===== src/rtl/gga_pkg.sv =====
// gga_pkg: shared types and constants for the GBK glyph address stream.
// Used by gga_front, gga_fifo, gga_back and gbk_glyph_address_stream.
package gga_pkg;

    typedef enum logic [1:0] {
        KIND_HALF    = 2'd0,
        KIND_FULL    = 2'd1,
        KIND_MISSING = 2'd2,
        KIND_NEWLINE = 2'd3
    } kind_t;

    localparam int BASE_W  = 24;
    localparam int SIZE_W  = 7;
    localparam int CODE_W  = 7;
    localparam int IDX_W   = 15;
    localparam int BYTES_W = 10;
    localparam int WIDTH_W = 7;
    localparam int PROD_W  = IDX_W + BYTES_W;
    localparam int SUM_W   = PROD_W + 1;

    localparam int PADDR_W = 5;
    localparam int PDATA_W = 32;
    localparam int REG_IDX_W = 3;

    localparam logic [REG_IDX_W-1:0] REG_ASCII_BASE  = 3'd0;
    localparam logic [REG_IDX_W-1:0] REG_CJK_BASE    = 3'd1;
    localparam logic [REG_IDX_W-1:0] REG_GLYPH_SIZE  = 3'd2;
    localparam logic [REG_IDX_W-1:0] REG_ASCII_FIRST = 3'd3;
    localparam logic [REG_IDX_W-1:0] REG_INDEX_KIND  = 3'd4;

    localparam logic [BASE_W-1:0] RST_ASCII_BASE  = '0;
    localparam logic [BASE_W-1:0] RST_CJK_BASE    = '0;
    localparam logic [SIZE_W-1:0] RST_GLYPH_SIZE  = 7'd16;
    localparam logic [CODE_W-1:0] RST_ASCII_FIRST = 7'd32;
    localparam logic              RST_INDEX_KIND  = 1'b1;

    localparam logic [7:0] CH_NEWLINE    = 8'h0A;
    localparam logic [7:0] HALF_MIN      = 8'h20;
    localparam logic [7:0] HALF_MAX      = 8'h7F;
    localparam logic [7:0] LEAD_MIN      = 8'h81;
    localparam logic [7:0] LEAD_MAX      = 8'hFE;
    localparam logic [7:0] TRAIL_MIN     = 8'h40;
    localparam logic [7:0] TRAIL_MAX     = 8'hFE;
    localparam logic [7:0] TRAIL_GAP     = 8'h7F;
    localparam logic [7:0] TRAIL_SPLIT   = 8'h80;
    localparam logic [7:0] TRAIL_HI_BASE = 8'h41;
    localparam logic [7:0] GB_FIRST      = 8'hA1;

    localparam logic [IDX_W-1:0] GB_ROW  = 15'd94;
    localparam logic [IDX_W-1:0] GBK_ROW = 15'd190;

    localparam logic [SIZE_W-1:0] SIZE_MIN = 7'd8;
    localparam logic [SIZE_W-1:0] SIZE_MAX = 7'd64;

    localparam int FIFO_DEPTH = 2;
    localparam int PTR_W      = $clog2(FIFO_DEPTH);

    typedef struct packed {
        logic [BASE_W-1:0] ascii_unit_base;
        logic [BASE_W-1:0] cjk_unit_base;
        logic [SIZE_W-1:0] glyph_size;
        logic [CODE_W-1:0] ascii_first_code;
        logic              index_kind;
    } cfg_t;

    typedef struct packed {
        kind_t              kind;
        logic [IDX_W-1:0]   idx;
        logic [BYTES_W-1:0] bytes;
        logic [WIDTH_W-1:0] width;
    } item_t;

endpackage


===== src/rtl/gga_front.sv =====
// gga_front: accepts text bytes, pairs lead/trail bytes and classifies glyphs.
// Depends on gga_pkg; feeds gga_fifo.
module gga_front
    import gga_pkg::*;
(
    input  logic        clk,
    input  logic        rst_n,
    input  cfg_t        cfg,
    input  logic        push,
    output logic        full,
    input  logic [7:0]  text_byte,
    input  logic        last_byte,
    input  logic        q_full,
    output logic        q_push,
    output item_t       q_item
);

    logic       lead_pending_reg;
    logic       lead_pending_next;
    logic [7:0] lead_value_reg;
    logic [7:0] lead_value_next;

    logic              accept;
    logic              trail_ok;
    logic              lead_ok;
    logic [SIZE_W-1:0] size_c;
    logic [SIZE_W-1:0] half_w;
    logic [SIZE_W:0]   full_sum;
    logic [SIZE_W:0]   half_sum;
    logic [3:0]        full_rows;
    logic [3:0]        half_rows;
    logic [10:0]       full_prod;
    logic [10:0]       half_prod;
    logic [7:0]        gb_hi;
    logic [7:0]        gb_lo;
    logic [7:0]        gbk_hi;
    logic [7:0]        gbk_lo;
    logic [7:0]        half_off;
    logic [IDX_W-1:0]  gb_idx;
    logic [IDX_W-1:0]  gbk_idx;

    assign full   = q_full;
    assign accept = push && !q_full;

    assign trail_ok = (text_byte >= TRAIL_MIN) && (text_byte <= TRAIL_MAX)
                      && (text_byte != TRAIL_GAP);
    assign lead_ok  = (text_byte >= LEAD_MIN) && (text_byte <= LEAD_MAX);

    always_comb
    begin
        if (cfg.glyph_size < SIZE_MIN)
        begin
            size_c = SIZE_MIN;
        end
        else if (cfg.glyph_size > SIZE_MAX)
        begin
            size_c = SIZE_MAX;
        end
        else
        begin
            size_c = cfg.glyph_size;
        end
    end

    assign half_w    = size_c >> 1;
    assign full_sum  = {1'b0, size_c} + 8'd7;
    assign half_sum  = {1'b0, half_w} + 8'd7;
    assign full_rows = full_sum[6:3];
    assign half_rows = half_sum[6:3];
    assign full_prod = {4'b0, size_c} * {7'b0, full_rows};
    assign half_prod = {4'b0, size_c} * {7'b0, half_rows};

    assign gb_hi    = lead_value_reg - GB_FIRST;
    assign gb_lo    = text_byte - GB_FIRST;
    assign gbk_hi   = lead_value_reg - LEAD_MIN;
    assign gbk_lo   = (text_byte >= TRAIL_SPLIT) ? (text_byte - TRAIL_HI_BASE)
                                                 : (text_byte - TRAIL_MIN);
    assign half_off = text_byte - {1'b0, cfg.ascii_first_code};
    assign gb_idx   = ({8'b0, gb_hi[6:0]} * GB_ROW) + {7'b0, gb_lo};
    assign gbk_idx  = ({8'b0, gbk_hi[6:0]} * GBK_ROW) + {7'b0, gbk_lo};

    always_comb
    begin
        lead_pending_next = lead_pending_reg;
        lead_value_next   = lead_value_reg;
        q_push            = 1'b0;
        q_item.kind       = KIND_NEWLINE;
        q_item.idx        = '0;
        q_item.bytes      = '0;
        q_item.width      = '0;
        if (accept)
        begin
            lead_pending_next = 1'b0;
            lead_value_next   = '0;
            if (lead_pending_reg && trail_ok)
            begin
                q_push       = 1'b1;
                q_item.width = size_c;
                if (!cfg.index_kind)
                begin
                    if ((lead_value_reg < GB_FIRST) || (text_byte < GB_FIRST))
                    begin
                        q_item.kind = KIND_MISSING;
                    end
                    else
                    begin
                        q_item.kind  = KIND_FULL;
                        q_item.idx   = gb_idx;
                        q_item.bytes = full_prod[BYTES_W-1:0];
                    end
                end
                else
                begin
                    q_item.kind  = KIND_FULL;
                    q_item.idx   = gbk_idx;
                    q_item.bytes = full_prod[BYTES_W-1:0];
                end
            end
            else if (text_byte == CH_NEWLINE)
            begin
                q_push = 1'b1;
            end
            else if ((text_byte >= HALF_MIN) && (text_byte <= HALF_MAX))
            begin
                q_push       = 1'b1;
                q_item.width = half_w;
                if (text_byte[6:0] < cfg.ascii_first_code)
                begin
                    q_item.kind = KIND_MISSING;
                end
                else
                begin
                    q_item.kind  = KIND_HALF;
                    q_item.idx   = {7'b0, half_off};
                    q_item.bytes = half_prod[BYTES_W-1:0];
                end
            end
            else if (lead_ok && !last_byte)
            begin
                lead_pending_next = 1'b1;
                lead_value_next   = text_byte;
            end
        end
    end

    always_ff @(posedge clk or negedge rst_n)
    begin
        if (!rst_n)
        begin
            lead_pending_reg <= 1'b0;
            lead_value_reg   <= '0;
        end
        else
        begin
            lead_pending_reg <= lead_pending_next;
            lead_value_reg   <= lead_value_next;
        end
    end

    a_lead_range: assert property (@(posedge clk) disable iff (!rst_n)
        lead_pending_reg |-> (lead_value_reg >= LEAD_MIN) && (lead_value_reg <= LEAD_MAX))
        else $error("held lead byte out of lead range");

    a_last_clears: assert property (@(posedge clk) disable iff (!rst_n)
        (accept && last_byte) |=> !lead_pending_reg)
        else $error("lead kept past last byte");

    a_push_on_accept: assert property (@(posedge clk) disable iff (!rst_n)
        q_push |-> accept)
        else $error("queue push without an accepted byte");

endmodule


===== src/rtl/gga_fifo.sv =====
// gga_fifo: short register queue of classified glyph items.
// Depends on gga_pkg; sits between gga_front and gga_back.
module gga_fifo
    import gga_pkg::*;
(
    input  logic  clk,
    input  logic  rst_n,
    input  logic  push,
    input  item_t push_item,
    output logic  full,
    input  logic  pop,
    output logic  valid,
    output item_t pop_item
);

    item_t            mem_reg [FIFO_DEPTH];
    logic [PTR_W-1:0] wr_ptr_reg;
    logic [PTR_W-1:0] wr_ptr_next;
    logic [PTR_W-1:0] rd_ptr_reg;
    logic [PTR_W-1:0] rd_ptr_next;
    logic [PTR_W:0]   count_reg;
    logic [PTR_W:0]   count_next;
    logic             do_push;
    logic             do_pop;

    assign full     = (count_reg == (PTR_W+1)'(FIFO_DEPTH));
    assign valid    = (count_reg != '0);
    assign pop_item = mem_reg[rd_ptr_reg];
    assign do_push  = push && !full;
    assign do_pop   = pop && valid;

    always_comb
    begin
        wr_ptr_next = wr_ptr_reg;
        rd_ptr_next = rd_ptr_reg;
        count_next  = count_reg;
        if (do_push)
        begin
            wr_ptr_next = (wr_ptr_reg == PTR_W'(FIFO_DEPTH-1)) ? '0 : wr_ptr_reg + 1'b1;
        end
        if (do_pop)
        begin
            rd_ptr_next = (rd_ptr_reg == PTR_W'(FIFO_DEPTH-1)) ? '0 : rd_ptr_reg + 1'b1;
        end
        if (do_push && !do_pop)
        begin
            count_next = count_reg + 1'b1;
        end
        else if (do_pop && !do_push)
        begin
            count_next = count_reg - 1'b1;
        end
    end

    always_ff @(posedge clk or negedge rst_n)
    begin
        if (!rst_n)
        begin
            wr_ptr_reg <= '0;
            rd_ptr_reg <= '0;
            count_reg  <= '0;
        end
        else
        begin
            wr_ptr_reg <= wr_ptr_next;
            rd_ptr_reg <= rd_ptr_next;
            count_reg  <= count_next;
        end
    end

    always_ff @(posedge clk)
    begin
        if (do_push)
        begin
            mem_reg[wr_ptr_reg] <= push_item;
        end
    end

    a_count_bound: assert property (@(posedge clk) disable iff (!rst_n)
        count_reg <= (PTR_W+1)'(FIFO_DEPTH))
        else $error("queue count beyond depth");

    a_no_overflow: assert property (@(posedge clk) disable iff (!rst_n)
        (push && full && !pop) |=> full)
        else $error("queue lost fill state on blocked push");

    a_ptr_gap: assert property (@(posedge clk) disable iff (!rst_n)
        (count_reg == '0) |-> (wr_ptr_reg == rd_ptr_reg))
        else $error("empty queue with unequal pointers");

endmodule


===== src/rtl/gga_back.sv =====
// gga_back: turns classified items into flash fetch requests.
// Depends on gga_pkg; multiply stage then base add into the output register.
module gga_back
    import gga_pkg::*;
#(
    parameter int ADDR_BITS = 25
)
(
    input  logic                 clk,
    input  logic                 rst_n,
    input  cfg_t                 cfg,
    input  logic                 q_valid,
    input  item_t                q_item,
    output logic                 q_pop,
    output logic                 empty,
    input  logic                 pop,
    output logic [1:0]           glyph_kind,
    output logic [ADDR_BITS-1:0] glyph_addr,
    output logic [9:0]           glyph_bytes,
    output logic [6:0]           glyph_width
);

    logic               s1_valid_reg;
    logic               s1_valid_next;
    kind_t              s1_kind_reg;
    logic [PROD_W-1:0]  s1_prod_reg;
    logic [BYTES_W-1:0] s1_bytes_reg;
    logic [WIDTH_W-1:0] s1_width_reg;

    logic                 out_valid_reg;
    logic                 out_valid_next;
    kind_t                out_kind_reg;
    logic [ADDR_BITS-1:0] out_addr_reg;
    logic [BYTES_W-1:0]   out_bytes_reg;
    logic [WIDTH_W-1:0]   out_width_reg;

    logic                        out_take;
    logic                        s1_ready;
    logic [BASE_W-1:0]           base_sel;
    logic [SUM_W-1:0]            addr_sum;
    logic [SUM_W+ADDR_BITS-1:0]  addr_ext;
    logic [ADDR_BITS-1:0]        addr_next;

    assign out_take = !out_valid_reg || pop;
    assign s1_ready = !s1_valid_reg || out_take;
    assign q_pop    = q_valid && s1_ready;

    assign s1_valid_next  = s1_ready ? q_valid : s1_valid_reg;
    assign out_valid_next = out_take ? s1_valid_reg : out_valid_reg;

    assign base_sel = (s1_kind_reg == KIND_HALF) ? cfg.ascii_unit_base : cfg.cjk_unit_base;
    assign addr_sum = {2'b0, base_sel} + {1'b0, s1_prod_reg};
    assign addr_ext = {{ADDR_BITS{1'b0}}, addr_sum};

    always_comb
    begin
        if ((s1_kind_reg == KIND_HALF) || (s1_kind_reg == KIND_FULL))
        begin
            addr_next = addr_ext[ADDR_BITS-1:0];
        end
        else
        begin
            addr_next = '0;
        end
    end

    always_ff @(posedge clk or negedge rst_n)
    begin
        if (!rst_n)
        begin
            s1_valid_reg  <= 1'b0;
            out_valid_reg <= 1'b0;
        end
        else
        begin
            s1_valid_reg  <= s1_valid_next;
            out_valid_reg <= out_valid_next;
        end
    end

    always_ff @(posedge clk)
    begin
        if (s1_ready)
        begin
            s1_kind_reg  <= q_item.kind;
            s1_prod_reg  <= {{BYTES_W{1'b0}}, q_item.idx} * {{IDX_W{1'b0}}, q_item.bytes};
            s1_bytes_reg <= q_item.bytes;
            s1_width_reg <= q_item.width;
        end
        if (out_take)
        begin
            out_kind_reg  <= s1_kind_reg;
            out_addr_reg  <= addr_next;
            out_bytes_reg <= s1_bytes_reg;
            out_width_reg <= s1_width_reg;
        end
    end

    assign empty       = !out_valid_reg;
    assign glyph_kind  = out_kind_reg;
    assign glyph_addr  = out_addr_reg;
    assign glyph_bytes = out_bytes_reg;
    assign glyph_width = out_width_reg;

    a_no_fetch_zero: assert property (@(posedge clk) disable iff (!rst_n)
        (out_valid_reg && ((out_kind_reg == KIND_MISSING) || (out_kind_reg == KIND_NEWLINE)))
        |-> (out_addr_reg == '0) && (out_bytes_reg == '0))
        else $error("fetch fields set on missing or newline result");

    a_newline_width: assert property (@(posedge clk) disable iff (!rst_n)
        (out_valid_reg && (out_kind_reg == KIND_NEWLINE)) |-> (out_width_reg == '0))
        else $error("newline with nonzero width");

    a_half_bounds: assert property (@(posedge clk) disable iff (!rst_n)
        (out_valid_reg && (out_kind_reg == KIND_HALF))
        |-> (out_width_reg <= 7'd32) && (out_bytes_reg <= 10'd256))
        else $error("half-width result out of bounds");

    a_stage_hold: assert property (@(posedge clk) disable iff (!rst_n)
        (s1_valid_reg && out_valid_reg && !pop) |=> s1_valid_reg)
        else $error("multiply stage dropped while output blocked");

endmodule


===== src/rtl/gbk_glyph_address_stream.sv =====
// A byte that yields a result passes through the queue register, the multiply
// stage and the output register. Throughput: one byte per cycle while full is
// low, set by the single index-times-size multiplier stage; a 2-entry queue
// decouples byte classification from address generation.
// Reset: queue, stages and held lead byte cleared; config registers to defaults.
// Depends on gga_pkg, gga_front, gga_fifo, gga_back.
module gbk_glyph_address_stream
    import gga_pkg::*;
#(
    parameter int ADDR_BITS = 25
)
(
    input  logic                 clk,
    input  logic                 rst_n,
    input  logic                 psel,
    input  logic                 penable,
    input  logic                 pwrite,
    input  logic [PADDR_W-1:0]   paddr,
    input  logic [PDATA_W-1:0]   pwdata,
    output logic [PDATA_W-1:0]   prdata,
    output logic                 pready,
    input  logic                 push,
    output logic                 full,
    input  logic [7:0]           text_byte,
    input  logic                 last_byte,
    output logic                 empty,
    input  logic                 pop,
    output logic [1:0]           glyph_kind,
    output logic [ADDR_BITS-1:0] glyph_addr,
    output logic [9:0]           glyph_bytes,
    output logic [6:0]           glyph_width
);

    cfg_t                 cfg_reg;
    cfg_t                 cfg_next;
    logic                 wr_en;
    logic [REG_IDX_W-1:0] reg_idx;

    logic  q_full;
    logic  q_push;
    item_t q_push_item;
    logic  q_valid;
    logic  q_pop;
    item_t q_head;

    assign pready  = 1'b1;
    assign reg_idx = paddr[PADDR_W-1:2];
    assign wr_en   = psel && penable && pwrite && pready;

    always_comb
    begin
        cfg_next = cfg_reg;
        if (wr_en)
        begin
            unique case (reg_idx)
                REG_ASCII_BASE:  cfg_next.ascii_unit_base  = pwdata[BASE_W-1:0];
                REG_CJK_BASE:    cfg_next.cjk_unit_base    = pwdata[BASE_W-1:0];
                REG_GLYPH_SIZE:  cfg_next.glyph_size       = pwdata[SIZE_W-1:0];
                REG_ASCII_FIRST: cfg_next.ascii_first_code = pwdata[CODE_W-1:0];
                REG_INDEX_KIND:  cfg_next.index_kind       = pwdata[0];
                default:         cfg_next = cfg_reg;
            endcase
        end
    end

    always_comb
    begin
        unique case (reg_idx)
            REG_ASCII_BASE:  prdata = {{(PDATA_W-BASE_W){1'b0}}, cfg_reg.ascii_unit_base};
            REG_CJK_BASE:    prdata = {{(PDATA_W-BASE_W){1'b0}}, cfg_reg.cjk_unit_base};
            REG_GLYPH_SIZE:  prdata = {{(PDATA_W-SIZE_W){1'b0}}, cfg_reg.glyph_size};
            REG_ASCII_FIRST: prdata = {{(PDATA_W-CODE_W){1'b0}}, cfg_reg.ascii_first_code};
            REG_INDEX_KIND:  prdata = {{(PDATA_W-1){1'b0}}, cfg_reg.index_kind};
            default:         prdata = '0;
        endcase
    end

    always_ff @(posedge clk or negedge rst_n)
    begin
        if (!rst_n)
        begin
            cfg_reg.ascii_unit_base  <= RST_ASCII_BASE;
            cfg_reg.cjk_unit_base    <= RST_CJK_BASE;
            cfg_reg.glyph_size       <= RST_GLYPH_SIZE;
            cfg_reg.ascii_first_code <= RST_ASCII_FIRST;
            cfg_reg.index_kind       <= RST_INDEX_KIND;
        end
        else
        begin
            cfg_reg <= cfg_next;
        end
    end

    gga_front u_front (
        .clk       (clk),
        .rst_n     (rst_n),
        .cfg       (cfg_reg),
        .push      (push),
        .full      (full),
        .text_byte (text_byte),
        .last_byte (last_byte),
        .q_full    (q_full),
        .q_push    (q_push),
        .q_item    (q_push_item)
    );

    gga_fifo u_fifo (
        .clk       (clk),
        .rst_n     (rst_n),
        .push      (q_push),
        .push_item (q_push_item),
        .full      (q_full),
        .pop       (q_pop),
        .valid     (q_valid),
        .pop_item  (q_head)
    );

    gga_back #(
        .ADDR_BITS (ADDR_BITS)
    ) u_back (
        .clk         (clk),
        .rst_n       (rst_n),
        .cfg         (cfg_reg),
        .q_valid     (q_valid),
        .q_item      (q_head),
        .q_pop       (q_pop),
        .empty       (empty),
        .pop         (pop),
        .glyph_kind  (glyph_kind),
        .glyph_addr  (glyph_addr),
        .glyph_bytes (glyph_bytes),
        .glyph_width (glyph_width)
    );

endmodule


===== config.mk =====
export PLATFORM = sky130hd
export DESIGN_NAME = gbk_glyph_address_stream
export DESIGN_NICKNAME = d
export VERILOG_FILES = /design/src/rtl/gga_pkg.sv /design/src/rtl/gga_front.sv /design/src/rtl/gga_fifo.sv /design/src/rtl/gga_back.sv /design/src/rtl/gbk_glyph_address_stream.sv
export SDC_FILE = /design/constraint.sdc
export NUM_CORES = 1
export LEC_CHECK = 0
export CORE_ASPECT_RATIO = 1.25
export CORE_MARGIN = 5
export CORE_UTILIZATION = 55
export CTS_BUF_LIST = sky130_fd_sc_hd__clkbuf_2
export DETAILED_ROUTE_END_ITERATION = 8
export DONT_BUFFER_PORTS = 1
export PLACE_DENSITY = 0.79
export SLEW_MARGIN = 20
export SYNTH_ARGS = -nofsm -noshare
export SYNTH_HDL_FRONTEND = slang
export SYNTH_SLANG_ARGS = --single-unit

===== constraint.sdc =====
create_clock -name clk -period 6.75 [get_ports clk]
set_input_delay 2.025 -clock clk [delete_from_list [all_inputs] [get_ports clk]]
set_output_delay 2.025 -clock clk [all_outputs]
set_load 0.005 [all_outputs]

# After elaboration in Yosys (flattened, before gate mapping)

Memory sizes are Yosys's and may differ from the RTL's.
Cells that the tools add are included.

Register bits after elaboration: 166
RAM bits: 68
Logic and storage cells: 125
Memories: 1

Add/subtract/negate cells: 15
Multiply operators: 5
$lt $le $gt $ge: 11
Equality and inequality tests: 8
Mux-type cells: 32
Reduce and logical (&&, ||, !) cells: 33

Memory list:

| name           | words | width | rd ports | clocked after Yosys merged registers in | write ports | RTL line       | source |
|---|---|---|---|---|---|---|---|
| u_fifo.mem_reg | 2     | 34    | 1        | 0                                       | 1           | gga_fifo.sv:16 | `item_t mem_reg [FIFO_DEPTH];` |

Operator list:

| operator                                                               | number |
|---|---|
| 34-bit 2-to-1 mux                                                      | 4 |
| 24-bit one-hot mux with 5 select lines                                 | 1 |
| 8-bit 2-to-1 mux                                                       | 5 |
| 27-bit 2-to-1 mux                                                      | 1 |
| 24-bit by 25-bit adder with 25-bit output                              | 1 |
| 15-bit by 10-bit multiplier with 25-bit output                         | 1 |
| 25-bit 2-to-1 mux                                                      | 1 |
| 24-bit 2-to-1 mux                                                      | 1 |
| 7-bit by 4-bit multiplier with 10-bit output                           | 2 |
| 18-bit 2-to-1 mux                                                      | 1 |
| 8-bit >= comparator (second input constant)                            | 2 |
| 8-bit < comparator (second input constant)                             | 2 |
| 8-bit by 7-bit subtractor with 8-bit output (second input constant)    | 2 |
| 14-bit by 8-bit adder with 15-bit output                               | 1 |
| 15-bit by 8-bit adder with 15-bit output                               | 1 |
| 1-bit logical AND                                                      | 14 |
| 7-bit by 7-bit multiplier with 14-bit output (second input constant)   | 1 |
| 7-bit 2-to-1 mux                                                       | 2 |
| 7-bit by 6-bit multiplier with 13-bit output (second input constant)   | 1 |
| 1-bit 2-to-1 mux                                                       | 12 |
| 2-bit AND reduction                                                    | 5 |
| 8-bit by 4-bit equality test with 1-bit output (second input constant) | 1 |
| 8-bit by 6-bit >= comparator with 1-bit output (second input constant) | 1 |
| 8-bit by 7-bit >= comparator with 1-bit output (second input constant) | 1 |
| other kinds (26)                                                       | 40 |

# Depth between registers and ports, before layout

Word-level depth: 11
Mapped depth: 24
Mapped depth without buffers: 23

# Hierarchy

From an unflattened synthesis, not the netlist that was laid out.

Cells, all modules: 2052
Area total of the unflattened synthesis: 21378.0 um2

By module, submodules not included:

| module                   | instances | cells an instance | area each (um2) | sequential area each (um2) |
|---|---|---|---|---|
| gga_back                 | 1         | 927               | 9416.5          | 2692.6 |
| gga_front                | 1         | 805               | 6194.7          | 225.2 |
| gbk_glyph_address_stream | 1         | 195               | 2961.6          | 1580.3 |
| gga_fifo                 | 1         | 125               | 2805.2          | 2142.1 |

# Worst setup path after synthesis

No wires, ideal clock.

Path type: reg2reg
Start point: register u_fifo.rd_ptr_reg
End point: register u_back.s1_prod_reg[24] (data pin)
Setup time: 0.260 ns
Data arrival time: 5.941 ns
Data required time: 6.490 ns
Setup slack: 0.549 ns
Stages on the path, launching flop included: 22
Buffers on the path: 2
Cells stage by stage: dfrtp_1 -> clkbuf_1 -> buf_1 -> mux2i_1 -> nor2_1 -> fa_1 -> inv_1 -> fa_1 -> fa_1 -> fa_1 -> inv_1 -> fa_1 -> ha_1 -> a21o_1 -> a21oi_1 -> nand2_1 -> a21oi_1 -> o21ai_0 -> a311oi_1 -> o21bai_1 -> a21oi_1 -> xnor2_1

Longest elaborated chain between the ends: 2

Ends and longest elaborated chain:

| item                                           | RTL line       | source |
|---|---|---|
| from (decl)                                    | gga_fifo.sv:19 | `logic [PTR_W-1:0] rd_ptr_reg;` |
| from (signal assigned)                         | gga_fifo.sv:66 | `rd_ptr_reg <= rd_ptr_next;` |
| memory read 2 x 34 bit                         | n/a            |  |
| 15-bit by 10-bit multiplier with 25-bit output | gga_back.sv:86 | `s1_prod_reg <= {{BYTES_W{1'b0}}, q_item.idx} * {{IDX_W{1'b0}}, q_item.bytes};` |
| to (signal assigned)                           | gga_back.sv:86 |  |
| to (decl)                                      | gga_back.sv:26 | `logic [PROD_W-1:0] s1_prod_reg;` |

Every way passes these cells.
A chain may end at the register's enable or synchronous reset.

# Final worst setup path

Same ends and word-level chain as after synthesis.

==> results_dict.tcl <==
set metrics [dict create \
    status "finished clean" \
    largest_reg_flops 68 \
    postRouteAntennaNets 0 \
    start_util_pct 55.72 \
    antenna_found_initial 2 \
    crit_buf_inv 2 \
    clkSlewWorstSetupHoldPaths_ns 0.11 \
    path_cells "buf_4 -> mux2_2 -> nand2_1 -> fa_1 -> fa_1 -> fa_1 -> fa_1 -> inv_1 -> fa_1 -> ha_1 -> a21o_1 -> nor3_1 -> o21ai_0 -> a21oi_1 -> o21ai_0 -> a311oi_1 -> o21bai_1 -> a21oi_1 -> xnor2_1" \
    cp-end-kind "flip-flop" \
    fmax_mhz 156.1 \
    fillers 2984 \
    yosysTopAreaCell "edfxtp_1" \
    cts_buffers 58 \
    die_area_sq_um 40840 \
    finalWirelength_um 45110 \
    setup_viol 0 \
    nets 2408 \
    hold_class "reg -> reg" \
    drt_iter0_markers 952 \
    routabilityCongestion 0.9268 \
    synth.most_common_cell "inv_1" \
    yosys_warnings 0 \
    synth_area_sq_um 20280 \
    ys_top_cells_by_area "edfxtp_1 (23%), fa_1 (15%), ha_1 (12%)" \
    grt_pass1_vias 15170 \
    portBuffers 0 \
    drc 0 \
    critPathKind "reg -> reg" \
    relSlewSlack_pct 27.02 \
    grt_pass1_wl_um 75150 \
    grt_max_degree 79 \
    fin_skew_ns 0.09881 \
    ys_seq_area_share_pct 32.74 \
    cts_tree "done" \
    hold_violations 0 \
    report.final.slew_viol_count 0 \
    die_w_um 181.8 \
    reg2regPathDepth 19 \
    synth_edf_count 156 \
    slowest_delay_ns 0.59 \
    cts_buffer_depth 3 \
    groute.usage.overall_pct 22.43 \
    cap_violations 0 \
    cp.required_ns 7.46 \
    synthCells 1950 \
    syn_area_per_cell_sq_um 10.40 \
    synth_top_area_share_pct 23.10 \
    worstReg2RegEnd "u_back.s1_prod_reg[24]" \
    synthArstFlopShare_pct 33.33 \
    rsz0062_at_grt "no" \
    tightest_slew_ns 1.064 \
    tns_ns 0 \
    setup.worst_path.start "u_fifo.rd_ptr_reg" \
    hold_end "u_back.glyph_width[3]" \
    cpMostUsedCell "fa_1" \
    root_buffer "clkbuf_2" \
    firstDrtPassIters 5 \
    ys_ff_latch 234 \
    period_needed_ns 6.408 \
    synthDistinctLibCells 76 \
    r2r_setup_slack_ns 0.34 \
    clock_latency_ns 1.04 \
    arrival_ns 7.12 \
    fp.dieH_um 224.7 \
    dpl.hpwl_um 35650 \
    fp-row-count 78 \
    areaGrowthSynthToFinish_pct 6.527 \
    r2r-start "u_fifo.rd_ptr_reg" \
    core_sq_um 36400 \
    cts_max_level 2 \
    grt-ovfl-total 0 \
    fin_crit_sh_pct 94.93 \
    pin_count 132 \
    synth_common_cells "inv_1 (253), ha_1 (201), nor2_1 (179)" \
    layout-drive-gt1-share_pct 13.83 \
    wire_per_inst_um 17.79 \
    avgViaCountPerCell 5.683 \
    route.vias.total 14410 \
    worstHoldPathCells 0 \
    worst-path-max-fanout 14 \
    crit_slowest_cell "dfrtp_2" \
    synth_flop_cell "edfxtp_1" \
    crit_family "adder cells" \
    crit_path_start_kind "flip-flop" \
    min_from "u_back.s1_width_reg[3]" \
    cts_num_sinks 234 \
]
worst register-to-register path: stages, from the launching register on:
cell and delay [ns]:
dfrtp_2 0.59, buf_4 0.30, mux2_2 0.44, nand2_1 0.11
fa_1 0.45, fa_1 0.55, fa_1 0.44, fa_1 0.54
inv_1 0.05, fa_1 0.47, ha_1 0.36, a21o_1 0.19
nor3_1 0.11, o21ai_0 0.21, a21oi_1 0.28, o21ai_0 0.20
a311oi_1 0.46, o21bai_1 0.11, a21oi_1 0.19, xnor2_1 0.08
repair_timing:
action,CTS,global route
hold buffers,0,0
setup endpoints to repair,0,3
setup buffers,0,1
gates resized for setup,0,3
per-layer routing:
| metal | part of all wire (%) | track usage [%] | vias to the layer above |
|---|---|---|---|
| met1 | 39 | 26.33 | 7079 |
| met4 | 4.1 | 9.373 | 0 |
| li1 | - | - | 6780 |
| met5 | 0 | 0 | - |
| met2 | 51 | 40.21 | 437 |
| met3 | 6.3 | 4.335 | 117 |
worst max path at each step:
stage | endpoint | slack [ns] | depth (start not counted)
floorplan | u_back.s1_prod_reg[24] | 0.55 | 21
global placement | u_fifo.mem_reg[0][31] | 0.48 | 22
detailed placement | u_fifo.mem_reg[0][31] | 0.37 | 22
CTS | u_fifo.mem_reg[0][31] | 0.29 | 22
global route | u_back.s1_prod_reg[24] | 0.007 | 19
finish | u_back.s1_prod_reg[24] | 0.34 | 19
placed cells by master (no fill, tap or decap), drive strengths merged, types with 11 or more instances in the layout:
cell type	netlist	layout
nand2	154	154
clkinv	0	22
fa	149	149
dfrtp	75	75
nand3	19	19
buf	16	40
clkbuf	42	82
inv	254	256
edfxtp	156	156
nor3	30	30
xnor2	81	81
nor2b	24	24
and3	11	11
conb	2	15
xor2	41	41
a22o	25	25
a21o	40	40
nor2	179	179
nand2b	17	17
a21oi	88	88
and2	14	14
mux2i	21	21
mux2	108	108
o21bai	25	25
o21ai	37	37
a31oi	13	13
ha	201	201
logic make-up (layout without fill, tap and decap cells):
family / count (synthesis) / in the layout / synth area share, %
other cells: 2 / 17 / 0.03703
mux: 135 / 135 / 7.698
buf+inv: 312 / 403 / 5.946
flops: 234 / 234 / 32.74
simple gates: 495 / 495 / 11.15
compound gates: 298 / 298 / 9.808
fa+ha+maj: 352 / 352 / 27.20
xor+xnor: 122 / 122 / 5.416
per-stage QoR:
stage	hold WS [ns]	util [%]	cells	cell area, sq um	worst slack [ns]
finish	0.4301	59.36	2536	21610	0.3425
global route	0.4366	59.36	2536	21610	0.006668
CTS	0.4320	59.27	2533	21580	0.2857
detailed placement	0.4045	57.66	2424	20990	0.3677
global placement	0.4033	57.66	2424	20990	0.4764
floorplan	0.4003	-	1963	20330	0.5495
layout make-up:
type / count / area, sq um / area share [%]
Antenna cell: 2 / 5.005 / 0.02316
Clock inverter: 27 / 173.9 / 0.8049
Tap cell: 480 / 600.6 / 2.780
Timing Repair Buffer: 40 / 300.3 / 1.390
Multi-Input combinational cell: 1417 / 12520 / 57.95
Inverter: 254 / 953.4 / 4.413
Sequential cell: 234 / 6641 / 30.74
Clock buffer: 82 / 410.4 / 1.899
Power is left out: the tool's default activity adds up to more than one toggle a clock period on the data nets, which glitch-free logic cannot reach.
